File: src/design/msa_pkg.sv
`default_nettype none
// ----------------------------------------------------------------------------
// msa_pkg: shared types and constants of the mesh surface area accumulator
// Item layouts, derived widths, datapath op codes and the command and status
// groups that pass between controller and datapath.
// ----------------------------------------------------------------------------
package msa_pkg;

	// field widths of the items
	localparam int COORD_W = 16;
	localparam int SUM_W   = 48;

	// derived datapath widths
	localparam int DIFF_W = COORD_W + 1;            // edge vector component
	localparam int MAG_W  = 2 * COORD_W + 1;        // |cross product component|
	localparam int HALF_W = DIFF_W;                 // low half of a magnitude
	localparam int HIGH_W = MAG_W - HALF_W;         // high half of a magnitude
	localparam int OPND_W = DIFF_W + 1;             // signed multiplier operand
	localparam int PROD_W = 2 * OPND_W;             // multiplier product
	localparam int SQ_W   = 2 * MAG_W + 2;          // squared norm
	localparam int ROOT_W = SQ_W / 2;               // integer square root
	localparam int REM_W  = ROOT_W + 2;             // root remainder
	localparam int ACC_W  = ((ROOT_W > SUM_W) ? ROOT_W : SUM_W) + 1;

	localparam logic [SUM_W-1:0] SUM_MAX = {SUM_W{1'b1}};

	// one triangle
	typedef struct packed {
		logic signed [COORD_W-1:0] v0_x;
		logic signed [COORD_W-1:0] v0_y;
		logic signed [COORD_W-1:0] v0_z;
		logic signed [COORD_W-1:0] v1_x;
		logic signed [COORD_W-1:0] v1_y;
		logic signed [COORD_W-1:0] v1_z;
		logic signed [COORD_W-1:0] v2_x;
		logic signed [COORD_W-1:0] v2_y;
		logic signed [COORD_W-1:0] v2_z;
		logic                      last_triangle;
	} tri_item_t;

	// one mesh result
	typedef struct packed {
		logic [SUM_W-1:0] twice_area_total;
		logic             saturated;
	} area_item_t;

	// multiply/accumulate micro-ops, five per axis of the normal
	typedef enum logic [2:0] {
		OP_CROSS_LOAD = 3'd0,
		OP_CROSS_SUB  = 3'd1,
		OP_SQ_HH      = 3'd2,
		OP_SQ_HL      = 3'd3,
		OP_SQ_LL      = 3'd4
	} op_t;

	// normal component being worked on
	typedef enum logic [1:0] {
		AXIS_X = 2'd0,
		AXIS_Y = 2'd1,
		AXIS_Z = 2'd2
	} axis_t;

	// controller to datapath
	typedef struct packed {
		logic  capture;    // latch edge vectors, clear root state
		logic  mul;        // register product of selected operands
		logic  apply;      // fold registered product per op
		op_t   op;
		axis_t axis;
		logic  root_step;  // one root bit
		logic  accum;      // add root to the running sum
	} cmd_t;

	// datapath to controller
	typedef struct packed {
		logic last;        // current triangle ends the mesh
		logic out_busy;    // result register held and not taken this cycle
	} sts_t;

endpackage
`default_nettype wire

File: src/design/msa_ctrl.sv
`default_nettype none
// ----------------------------------------------------------------------------
// msa_ctrl: sequencer of the mesh surface area accumulator
// Walks one triangle through the multiply/accumulate steps, the bit-serial
// square root and the final accumulate, issuing commands to the datapath.
// ----------------------------------------------------------------------------
module msa_ctrl (
	input  wire            clk,
	input  wire            arst_n,
	input  wire            in_valid,
	output logic           in_ready,
	input  msa_pkg::sts_t  sts,
	output msa_pkg::cmd_t  cmd
);

	localparam int RCNT_W = $clog2(msa_pkg::ROOT_W);

	typedef enum logic [3:0] {
		ST_IDLE  = 4'b0001,
		ST_CALC  = 4'b0010,
		ST_ROOT  = 4'b0100,
		ST_ACCUM = 4'b1000
	} state_t;

	state_t             state_q;
	logic               phase_q;
	msa_pkg::op_t       op_q;
	msa_pkg::axis_t     axis_q;
	logic [RCNT_W-1:0]  rcnt_q;

	assign in_ready = (state_q == ST_IDLE);

	// command decode
	always_comb begin
		cmd           = '0;
		cmd.op        = op_q;
		cmd.axis      = axis_q;
		cmd.capture   = (state_q == ST_IDLE) && in_valid;
		cmd.mul       = (state_q == ST_CALC) && !phase_q;
		cmd.apply     = (state_q == ST_CALC) && phase_q;
		cmd.root_step = (state_q == ST_ROOT);
		cmd.accum     = (state_q == ST_ACCUM) && !(sts.last && sts.out_busy);
	end

	// sequencing
	always_ff @(posedge clk or negedge arst_n) begin
		if (!arst_n) begin
			state_q <= ST_IDLE;
			phase_q <= 1'b0;
			op_q    <= msa_pkg::OP_CROSS_LOAD;
			axis_q  <= msa_pkg::AXIS_X;
			rcnt_q  <= '0;
		end else begin
			case (state_q)
				ST_IDLE: begin
					if (in_valid) begin
						state_q <= ST_CALC;
						phase_q <= 1'b0;
						op_q    <= msa_pkg::OP_CROSS_LOAD;
						axis_q  <= msa_pkg::AXIS_X;
					end
				end
				ST_CALC: begin
					phase_q <= !phase_q;
					if (phase_q) begin
						case (op_q)
							msa_pkg::OP_CROSS_LOAD: op_q <= msa_pkg::OP_CROSS_SUB;
							msa_pkg::OP_CROSS_SUB:  op_q <= msa_pkg::OP_SQ_HH;
							msa_pkg::OP_SQ_HH:      op_q <= msa_pkg::OP_SQ_HL;
							msa_pkg::OP_SQ_HL:      op_q <= msa_pkg::OP_SQ_LL;
							default: begin
								op_q <= msa_pkg::OP_CROSS_LOAD;
								case (axis_q)
									msa_pkg::AXIS_X: axis_q <= msa_pkg::AXIS_Y;
									msa_pkg::AXIS_Y: axis_q <= msa_pkg::AXIS_Z;
									default: begin
										axis_q  <= msa_pkg::AXIS_X;
										state_q <= ST_ROOT;
										rcnt_q  <= RCNT_W'(msa_pkg::ROOT_W - 1);
									end
								endcase
							end
						endcase
					end
				end
				ST_ROOT: begin
					rcnt_q <= rcnt_q - 1'b1;
					if (rcnt_q == '0) begin
						state_q <= ST_ACCUM;
					end
				end
				ST_ACCUM: begin
					// a final triangle waits until the result register is free
					if (!(sts.last && sts.out_busy)) begin
						state_q <= ST_IDLE;
					end
				end
				default: begin
					state_q <= ST_IDLE;
				end
			endcase
		end
	end

endmodule
`default_nettype wire

File: src/design/msa_datapath.sv
`default_nettype none
// ----------------------------------------------------------------------------
// msa_datapath: arithmetic of the mesh surface area accumulator
// Edge vectors, one shared signed multiplier, squared norm accumulation,
// restoring square root, saturating running sum and the result register.
// ----------------------------------------------------------------------------
module msa_datapath (
	input  wire                 clk,
	input  wire                 arst_n,
	input  msa_pkg::tri_item_t  in_data,
	input  msa_pkg::cmd_t       cmd,
	output msa_pkg::sts_t       sts,
	output logic                out_valid,
	input  wire                 out_ready,
	output msa_pkg::area_item_t out_data
);

	localparam int DW = msa_pkg::DIFF_W;
	localparam int CW = msa_pkg::COORD_W;
	localparam int OW = msa_pkg::OPND_W;
	localparam int PW = msa_pkg::PROD_W;
	localparam int HW = msa_pkg::HALF_W;
	localparam int GW = msa_pkg::HIGH_W;
	localparam int MW = msa_pkg::MAG_W;
	localparam int QW = msa_pkg::SQ_W;
	localparam int RW = msa_pkg::ROOT_W;
	localparam int EW = msa_pkg::REM_W;
	localparam int SW = msa_pkg::SUM_W;
	localparam int AW = msa_pkg::ACC_W;

	logic signed [DW-1:0] ax_q, ay_q, az_q, bx_q, by_q, bz_q;
	logic                 last_q;
	logic signed [PW-1:0] prod_q;
	logic signed [PW-1:0] cross_q;
	logic [MW-1:0]        mag_q;
	logic [QW-1:0]        sq_q;
	logic [EW-1:0]        rem_q;
	logic [RW-1:0]        root_q;
	logic [SW-1:0]        sum_q;
	logic                 ovf_q;
	logic                 out_valid_q;
	msa_pkg::area_item_t  out_q;

	// sign-extended difference of two coordinates
	function automatic logic signed [DW-1:0] edge_diff(
		input logic signed [CW-1:0] p,
		input logic signed [CW-1:0] o
	);
		edge_diff = $signed({p[CW-1], p}) - $signed({o[CW-1], o});
	endfunction

	// operand select for the shared multiplier
	logic signed [OW-1:0] opa, opb;
	logic signed [OW-1:0] hi_op, lo_op;
	logic signed [DW-1:0] d0a, d0b, d1a, d1b;

	assign hi_op = $signed({{(OW-GW){1'b0}}, mag_q[MW-1:HW]});
	assign lo_op = $signed({{(OW-HW){1'b0}}, mag_q[HW-1:0]});

	always_comb begin
		case (cmd.axis)
			msa_pkg::AXIS_X: begin
				d0a = ay_q; d0b = bz_q; d1a = az_q; d1b = by_q;
			end
			msa_pkg::AXIS_Y: begin
				d0a = az_q; d0b = bx_q; d1a = ax_q; d1b = bz_q;
			end
			default: begin
				d0a = ax_q; d0b = by_q; d1a = ay_q; d1b = bx_q;
			end
		endcase
		case (cmd.op)
			msa_pkg::OP_CROSS_LOAD: begin
				opa = $signed({d0a[DW-1], d0a});
				opb = $signed({d0b[DW-1], d0b});
			end
			msa_pkg::OP_CROSS_SUB: begin
				opa = $signed({d1a[DW-1], d1a});
				opb = $signed({d1b[DW-1], d1b});
			end
			msa_pkg::OP_SQ_HH: begin
				opa = hi_op; opb = hi_op;
			end
			msa_pkg::OP_SQ_HL: begin
				opa = hi_op; opb = lo_op;
			end
			default: begin
				opa = lo_op; opb = lo_op;
			end
		endcase
	end

	// cross component and its magnitude
	logic signed [PW-1:0] cdiff, cneg;
	assign cdiff = cross_q - prod_q;
	assign cneg  = prod_q - cross_q;

	// partial square term, shifted into place
	logic [2*HW-1:0] prod_u;
	logic [QW-1:0]   sq_term;
	assign prod_u = prod_q[2*HW-1:0];

	always_comb begin
		case (cmd.op)
			msa_pkg::OP_SQ_HH: sq_term = QW'(prod_u) << (2 * HW);
			msa_pkg::OP_SQ_HL: sq_term = QW'(prod_u) << (HW + 1);
			default:           sq_term = QW'(prod_u);
		endcase
	end

	// one root bit per step
	logic [EW-1:0] rem_base, rem_trial;
	logic          root_fit;
	assign rem_base  = {rem_q[EW-3:0], sq_q[QW-1 -: 2]};
	assign rem_trial = {root_q, 2'b01};
	assign root_fit  = (rem_base >= rem_trial);

	// saturating sum
	logic [AW-1:0] sum_ext;
	logic          sum_sat;
	logic [SW-1:0] sum_new;
	logic          ovf_new;
	assign sum_ext = AW'(sum_q) + AW'(root_q);
	assign sum_sat = (sum_ext > AW'(msa_pkg::SUM_MAX));
	assign sum_new = sum_sat ? msa_pkg::SUM_MAX : sum_ext[SW-1:0];
	assign ovf_new = ovf_q | sum_sat;

	// working registers
	always_ff @(posedge clk) begin
		if (cmd.capture) begin
			ax_q   <= edge_diff(in_data.v1_x, in_data.v0_x);
			ay_q   <= edge_diff(in_data.v1_y, in_data.v0_y);
			az_q   <= edge_diff(in_data.v1_z, in_data.v0_z);
			bx_q   <= edge_diff(in_data.v2_x, in_data.v0_x);
			by_q   <= edge_diff(in_data.v2_y, in_data.v0_y);
			bz_q   <= edge_diff(in_data.v2_z, in_data.v0_z);
			last_q <= in_data.last_triangle;
			sq_q   <= '0;
			rem_q  <= '0;
			root_q <= '0;
		end
		if (cmd.mul) begin
			prod_q <= opa * opb;
		end
		if (cmd.apply) begin
			case (cmd.op)
				msa_pkg::OP_CROSS_LOAD: cross_q <= prod_q;
				msa_pkg::OP_CROSS_SUB:  mag_q   <= cdiff[PW-1] ? cneg[MW-1:0] : cdiff[MW-1:0];
				default:                sq_q    <= sq_q + sq_term;
			endcase
		end
		if (cmd.root_step) begin
			sq_q <= sq_q << 2;
			if (root_fit) begin
				rem_q  <= rem_base - rem_trial;
				root_q <= {root_q[RW-2:0], 1'b1};
			end else begin
				rem_q  <= rem_base;
				root_q <= {root_q[RW-2:0], 1'b0};
			end
		end
		if (cmd.accum && last_q) begin
			out_q.twice_area_total <= sum_new;
			out_q.saturated        <= ovf_new;
		end
	end

	// mesh state and result handshake
	always_ff @(posedge clk or negedge arst_n) begin
		if (!arst_n) begin
			sum_q       <= '0;
			ovf_q       <= 1'b0;
			out_valid_q <= 1'b0;
		end else begin
			if (cmd.accum) begin
				if (last_q) begin
					sum_q <= '0;
					ovf_q <= 1'b0;
				end else begin
					sum_q <= sum_new;
					ovf_q <= ovf_new;
				end
			end
			if (cmd.accum && last_q) begin
				out_valid_q <= 1'b1;
			end else if (out_ready) begin
				out_valid_q <= 1'b0;
			end
		end
	end

	assign sts.last     = last_q;
	assign sts.out_busy = out_valid_q && !out_ready;
	assign out_valid    = out_valid_q;
	assign out_data     = out_q;

endmodule
`default_nettype wire

File: src/design/mesh_surface_area_accumulator.sv
`default_nettype none
// ----------------------------------------------------------------------------
// mesh_surface_area_accumulator: streaming triangle mesh surface area
// Sums floor(|e1 x e2|) over the triangles of a mesh and reports the total,
// which is the mesh area in half-square units, with a sticky saturation flag.
//
// Input channel (in_valid/in_ready/in_data): one triangle per item, with
// last_triangle marking the end of a mesh. Output channel (out_valid/
// out_ready/out_data): one item per mesh, issued after its last triangle.
// Each triangle passes through the multiply/fold steps on the one shared
// multiplier, then the square root at one bit per cycle over 2*COORD_W + 2
// bits, then the sum update; in_ready is high only between triangles. The
// result is loaded into the output register by the sum update of the mesh's
// last triangle.
// The result sits in an output register: new triangles are accepted while it
// waits, and only the next mesh's last triangle holds in its final step until
// the pending result is taken.
// Reset clears the running sum, the saturation flag and the output valid.
// ----------------------------------------------------------------------------
module mesh_surface_area_accumulator (
	input  wire                 clk,
	input  wire                 arst_n,
	input  wire                 in_valid,
	output logic                in_ready,
	input  msa_pkg::tri_item_t  in_data,
	output logic                out_valid,
	input  wire                 out_ready,
	output msa_pkg::area_item_t out_data
);

	msa_pkg::cmd_t cmd;
	msa_pkg::sts_t sts;

	msa_ctrl u_ctrl (
		.clk      (clk),
		.arst_n   (arst_n),
		.in_valid (in_valid),
		.in_ready (in_ready),
		.sts      (sts),
		.cmd      (cmd)
	);

	msa_datapath u_datapath (
		.clk       (clk),
		.arst_n    (arst_n),
		.in_data   (in_data),
		.cmd       (cmd),
		.sts       (sts),
		.out_valid (out_valid),
		.out_ready (out_ready),
		.out_data  (out_data)
	);

endmodule
`default_nettype wire

File: config.mk
export PLATFORM = sky130hd
export DESIGN_NAME = mesh_surface_area_accumulator
export DESIGN_NICKNAME = d
export VERILOG_FILES = /design/src/design/msa_pkg.sv /design/src/design/msa_ctrl.sv /design/src/design/msa_datapath.sv /design/src/design/mesh_surface_area_accumulator.sv
export SDC_FILE = /design/constraint.sdc
export NUM_CORES = 2
export LEC_CHECK = 0
export BUFFER_PORTS_ARGS = -buffer_cell sky130_fd_sc_hd__buf_2
export CAP_MARGIN = 20
export CORE_ASPECT_RATIO = 0.75
export CORE_MARGIN = 4
export CORE_UTILIZATION = 60
export CTS_CLUSTER_SIZE = 14
export DETAILED_ROUTE_END_ITERATION = 6
export PLACE_DENSITY = 0.78
export SLEW_MARGIN = 5
export SYNTH_ARGS = -nofsm -noshare
export SYNTH_HDL_FRONTEND = slang
export SYNTH_HIERARCHICAL = 1
export SYNTH_SLANG_ARGS = --single-unit
File: constraint.sdc
create_clock -name clk -period 18.75 [get_ports clk]
set_input_delay 3.75 -clock clk [delete_from_list [all_inputs] [get_ports clk]]
set_output_delay 3.75 -clock clk [all_outputs]
set_load 0.01 [all_outputs]
* After elaboration in Yosys (flattened, before gate mapping)
Cells that the tools add are included.
Storage, ports and cells: register bits 459, logic and storage cells 127
Cells by class: $add $sub $neg 12, multipliers 1, $lt $le $gt $ge 2, equality and inequality tests 14, mux-type cells 45, bitwise gates (word level) 1, reductions and logical operators 28
Operator list (number):
- $mux W68 | 4
- $mux W34 | 5
- $pmux W17 S2 | 4
- $pmux W68 S2 | 1
- $pmux W18 S3 | 2
- $sub A16 B16 Y17 | 6
- $mux W48 | 2
- $add A68 B68 Y68 | 1
- $add A48 B34 Y49 | 1
- $gt A49 B48 Y1 const B | 1
- $ge A36 B36 Y1 | 1
- $mul A18 B18 Y36 | 1
- $sub A36 B36 Y36 | 1
- $sub A34 B34 Y34 | 1
- $mux W33 | 1
- $sub A33 B33 Y33 | 1
- $mux W4 | 6
- $mux W6 | 3
- $pmux W4 S4 | 1
- $pmux W3 S4 | 1
- $pmux W6 S2 | 1
- $ne A2 B2 Y1 const B | 4
- $pmux W2 S2 | 2
- $reduce_and A4 Y1 | 2
- other kinds (26) | 50

* Longest topological paths before layout
word-level depth 7, mapped depth 33, mapped depth without buffers 31

* By module
The synthesis kept the hierarchy.
Modules (own cells, without submodules):
- msa_datapath | instances 1, cells each 5165, area an instance 45642.5 um2, sequential area each 12371.9 um2
- msa_ctrl | instances 1, cells each 90, area an instance 913.4 um2, sequential area each 401.6 um2

* Worst setup path before layout
OpenSTA, ideal clock, no wires.
kind in2reg, start input port in_valid, end register u_datapath.rem_q[0] (enable), setup time 0.422 ns, data arrival time 10.004 ns, setup slack 8.324 ns, stages on the path 5, cells stage by stage nand4bb_1 > nor2_1 > clkbuf_1 > nor2_1 > inv_1
RTL lines:
- from (decl) | line mesh_surface_area_accumulator.sv:23 | input wire in_valid,
- to (signal assigned) | line msa_datapath.sv:155 | rem_q <= rem_base - rem_trial;
- to (signal assigned) | line msa_datapath.sv:158 | rem_q <= rem_base;
- to (decl) | line msa_datapath.sv:37 | logic [EW-1:0] rem_q;

* Final worst setup path
start register u_ctrl.axis_q[0], end register u_datapath.prod_q[35], data pin
On the way: longest elaborated chain between the ends 4, elaborated cells on any way between the ends 9, classes of those cells 1 x mul; 1 x eq/ne; 6 x mux; 1 x reduce/logical
Ends and longest elaborated chain:
- from (decl) | line msa_ctrl.sv:28 | msa_pkg::axis_t axis_q;
- from (signal assigned) | line msa_ctrl.sv:51 | axis_q <= msa_pkg::AXIS_X;
- from (signal assigned) | line msa_ctrl.sv:60 | axis_q <= msa_pkg::AXIS_X;
- from (signal assigned) | line msa_ctrl.sv:74 | msa_pkg::AXIS_X: axis_q <= msa_pkg::AXIS_Y;
- $eq A2 B1 Y1 / $logic_not A2 Y1 (equally long branches) | line msa_datapath.sv:61 | case (cmd.axis)
- $pmux W17 S2 | line msa_datapath.sv:61
- $pmux W18 S3 | line msa_datapath.sv:72 | case (cmd.op)
- $mul A18 B18 Y36 * | line msa_datapath.sv:143 | prod_q <= opa * opb;
- to (signal assigned) | line msa_datapath.sv:143
- to (decl) | line msa_datapath.sv:33 | logic signed [PW-1:0] prod_q;
Every way passes the cells marked *; elsewhere a longest branch is shown, timed or not. A chain may end at the register's enable or synchronous reset.

==> metrics.md <==
| Metric | Value |
|---|---|
| Final period util | about half |
| Post-synthesis sequential area ratio | a little over a quarter |
| Post-synth EDFFs | ~330 |
| CTS tree | yes |
| Top-count cell post-synth | sky130_fd_sc_hd__inv_1 |
| Area share of the leading cell type in the synthesized netlist | a little over a fifth |
| Count of mapped cells out of synthesis | about 5300 |
| Root buffer selected by CTS | sky130_fd_sc_hd__clkbuf_16 |
| Worst-case clock skew | around 0.023 ns |
| Die area | 82200 µm² |
| Hold Worst Slack | around 0.47 ns |
| Worst slew margin | a little over a fifth |
| Run status | complete, but fails checks |
| Synthesized netlist net count | between 6000 and 7000 |
| Slew @ Worst Pin | approximately 1.2 ns |
| IO Pins | 200 |
| Cell taking the most area after synthesis | sky130_fd_sc_hd__edfxtp_1 |
| Post-route DRC | 4 |
| Startpoint of the most critical register-to-register path | u_ctrl/axis_q[0]$_DFFE_PN0P_ |
| Hold-fix buffers at CTS | 0 |
| Number of sinks driven by the clock tree | between 400 and 500 |
| Number of global-route vias before repair | 37100 |
| Unrepaired setup endpoints after global routing | false |
| Startpoint type of the worst setup path | flip-flop |
| Routability cong. | 1.01 |
| Setup Total Neg Slack | 0 ns |
| DRT Wirelength | between 100000 and 150000 µm |
| Hold path startpoint | u_datapath/sq_q[33]$_DFF_P_ |
| Wire length per cell after detailed routing | between 20 and 25 µm |
| Max Clock Freq | around 100 MHz |
| Die height | roughly 250 µm |
| WP data required | between 15 and 20 ns |
| Maximum number of pins on one net before global-route repair | 95 |
| Number of max-slew violations in the final report | 0 |
| Fin crit period | 9.62 ns |
| Bufs and invs on worst path | 4 |
| Reg2reg end | u_datapath/prod_q[35]$_DFFE_PP_ |
| Synth cell count leaders | sky130_fd_sc_hd__inv_1 (728), sky130_fd_sc_hd__nand2_1 (489), sky130_fd_sc_hd__nor2_1 (480) |
| Global routing usage summed across all routing layers | 32.0% |
| Floorplan core area | 76900 µm² |
| Layout overhead on the synthesized area | 7.59% |
| Most frequently used flop master after synthesis | sky130_fd_sc_hd__edfxtp_1 |
| Hold violation count in the final report | 0 |
| Mean instance size in the synthesized netlist | just under 9 µm² |
| Largest fanout on the critical path | 68 |
| Global route total overflow | 0 |
| H-tree Lvls | 2 |
| Iteration-0 DRC count of the detailed router | around 4100 |
| FF-to-FF path depth | 28 |
| Share of layout cells above drive strength 1 | 8.25% |
| Port Buffers | 199 |
| Max-cap violations | 0 |
| Largest delay share family, worst path | adder cells |
| Async set or reset register ratio after synthesis | 14.4% |
| Post-CTS clock slew at the launch and capture registers of the worst setup and hold paths | roughly 0.060 ns |
| Die Span X | 330 µm |
| Tightest Hold Check Type | flip-flop to flip-flop |
| Number of buffers created by CTS | 49 |
| Insertion delay to the later sink of the worst-skew pair | around 0.63 ns |
| DRT Pass-1 Iters | 7 |
| Number of cells traversed by the worst hold path | 2 |
| Worst Path Arrival | around 10 ns |
| Worst slack at placement | between 9 and 10 ns |
| Post-route setup slack | 9.13 ns |
| Post-CTS repair timing setup buffer count | 0 |
| Destination of the worst hold path | u_datapath/sq_q[35]$_DFF_P_ |
| Overall via count from detail_route | a little under 40000 |
| Detailed-route vias per instance | between 6 and 7 |
| Maximum buffer depth of the clock tree | 3 |
| Detail Route Antenna Nets | 0 |
| Post-cts sizing count | 0 |
| Critical path class | flip-flop to flip-flop |
| Core Util, Final | between 60% and 70% |
| Total of warnings raised by yosys | 6 |
| Kind of end point of the critical path | flip-flop |
| Number of antenna violations at the first check in global routing | 0 |
| Failing checks | design-rule violations |
| Count of final setup violators | 0 |
| Starting Density | 60.6% |
| Global-route wire length before repair | between 200000 and 250000 µm |
| Register-to-register setup slack | around 9 ns |
| Critical Path Slowest Stage Cell | sky130_fd_sc_hd__dfrtp_4 |
| Final net count | about 6200 |
| Timing startpoint of the critical path | u_ctrl/axis_q[0]$_DFFE_PN0P_ |
| Number of distinct library cells after synthesis | 110 |
| HPWL after DPL | around 100000 µm |
| Netlist Area Pre-Place | between 40000 and 50000 µm² |
| Cell types occupying the most area after synthesis | sky130_fd_sc_hd__edfxtp_1 (21%), sky130_fd_sc_hd__fa_1 (15%), sky130_fd_sc_hd__ha_1 (11%), sky130_fd_sc_hd__inv_1 (5.9%), sky130_fd_sc_hd__a21oi_1 (4.2%) |
| Placement Rows | a little under 90 |
| Worst stage delay on the critical path | 1.12 ns |
| Flop and latch count out of synthesis | about 460 |
-- tightest hold or removal path, cell delays in order (launching register included) --
cell                      delay [ns]
sky130_fd_sc_hd__dfxtp_1        0.32
sky130_fd_sc_hd__inv_1          0.05
sky130_fd_sc_hd__a21oi_1        0.05
-- sequential cells by signal, summed over array words and instances, names as in the netlist, 17 cells and up --
register and flops:
u_datapath/ax_q 17, u_datapath/ay_q 17, u_datapath/az_q 17, u_datapath/bx_q 17, u_datapath/by_q 17, u_datapath/bz_q 17, u_datapath/cross_q 36, u_datapath/mag_q 33
u_datapath/out_data 49, u_datapath/prod_q 36, u_datapath/rem_q 34, u_datapath/root_q 34, u_datapath/sq_q 68, u_datapath/sum_q 48
-- metal layers --
| layer | up-vias | share of wire, % | track usage, % |
|---|---|---|---|
| li1 | 18100 | - | - |
| met1 | 18800 | 44 | 48.6 |
| met2 | 1724 | 41 | 45.2 |
| met3 | 220 | 12 | 9.11 |
| met4 | 0 | 2.4 | 7.27 |
| met5 | - | 0 | 0 |
-- cell type report --
cell class,instances,area (µm²)
diodes,1,2.50
clock buffers,68,1370
clock inverters,22,238
fillers,6403,26800
inverters,732,2750
multi-input cells,3845,30200
flip-flops and latches,459,12800
well taps,1035,1290
repair buffers,257,1480
-- cell families (layout without fill, tap and decap cells) --
group / Yosys count / count (layout) / share of synthesized area [%]
AND/OR/NAND/NOR: 1445 / 1445 / 14.1
AO/OA/AOI/OAI: 1288 / 1288 / 17.8
buffers and inverters: 951 / 1079 / 7.93
adder cells (fa/ha/maj): 733 / 733 / 25.2
flip-flops: 459 / 459 / 27.4
XOR/XNOR: 254 / 254 / 4.81
multiplexers: 125 / 125 / 2.70
other: 0 / 1 / 0
-- worst max-delay path by stage --
stage	endpoint	slack, ns	cells after the start
floorplan	u_datapath/rem_q[0]$_SDFFCE_PN0P_	8.32	5
global placement	u_datapath/prod_q[35]$_DFFE_PP_	9.74	28
detailed placement	u_datapath/prod_q[35]$_DFFE_PP_	9.44	28
CTS	u_datapath/prod_q[35]$_DFFE_PP_	9.31	28
global route	u_datapath/prod_q[35]$_DFFE_PP_	8.70	27
finish	u_datapath/prod_q[35]$_DFFE_PP_	9.13	28
-- metrics by stage --
stage,area (µm²),cells
global placement,48400,6322
global route,50100,6418
detailed placement,48400,6323
CTS,50000,6413
finish,50100,6419
floorplan,46600,5255
-- layout by cell type (no fill, tap or decap), drive strengths merged, types with 14 or more instances in the layout --
cell type,n
a31o,41
a31oi,43
nor2b,82
nor2,480
o21bai,39
o21ai,277
o31ai,31
dfxtp,68
fa,340
a22o,15
clkbuf,68
mux2i,119
a311oi,19
dfrtp,65
o21a,50
nand2,490
and3,38
inv,734
nand4,43
and2,24
o22ai,20
buf,257
clkinv,14
nand3,58
ha,393
a211oi,28
edfxtp,325
xnor2,181
nand2b,46
a22oi,21
a21boi,31
nor3,92
xor2,73
a21o,147
or3,18
a21oi,390
o2111ai,14
Power is left out: the tool's default activity adds up to more than one toggle a clock period on the data nets, which glitch-free logic cannot reach.
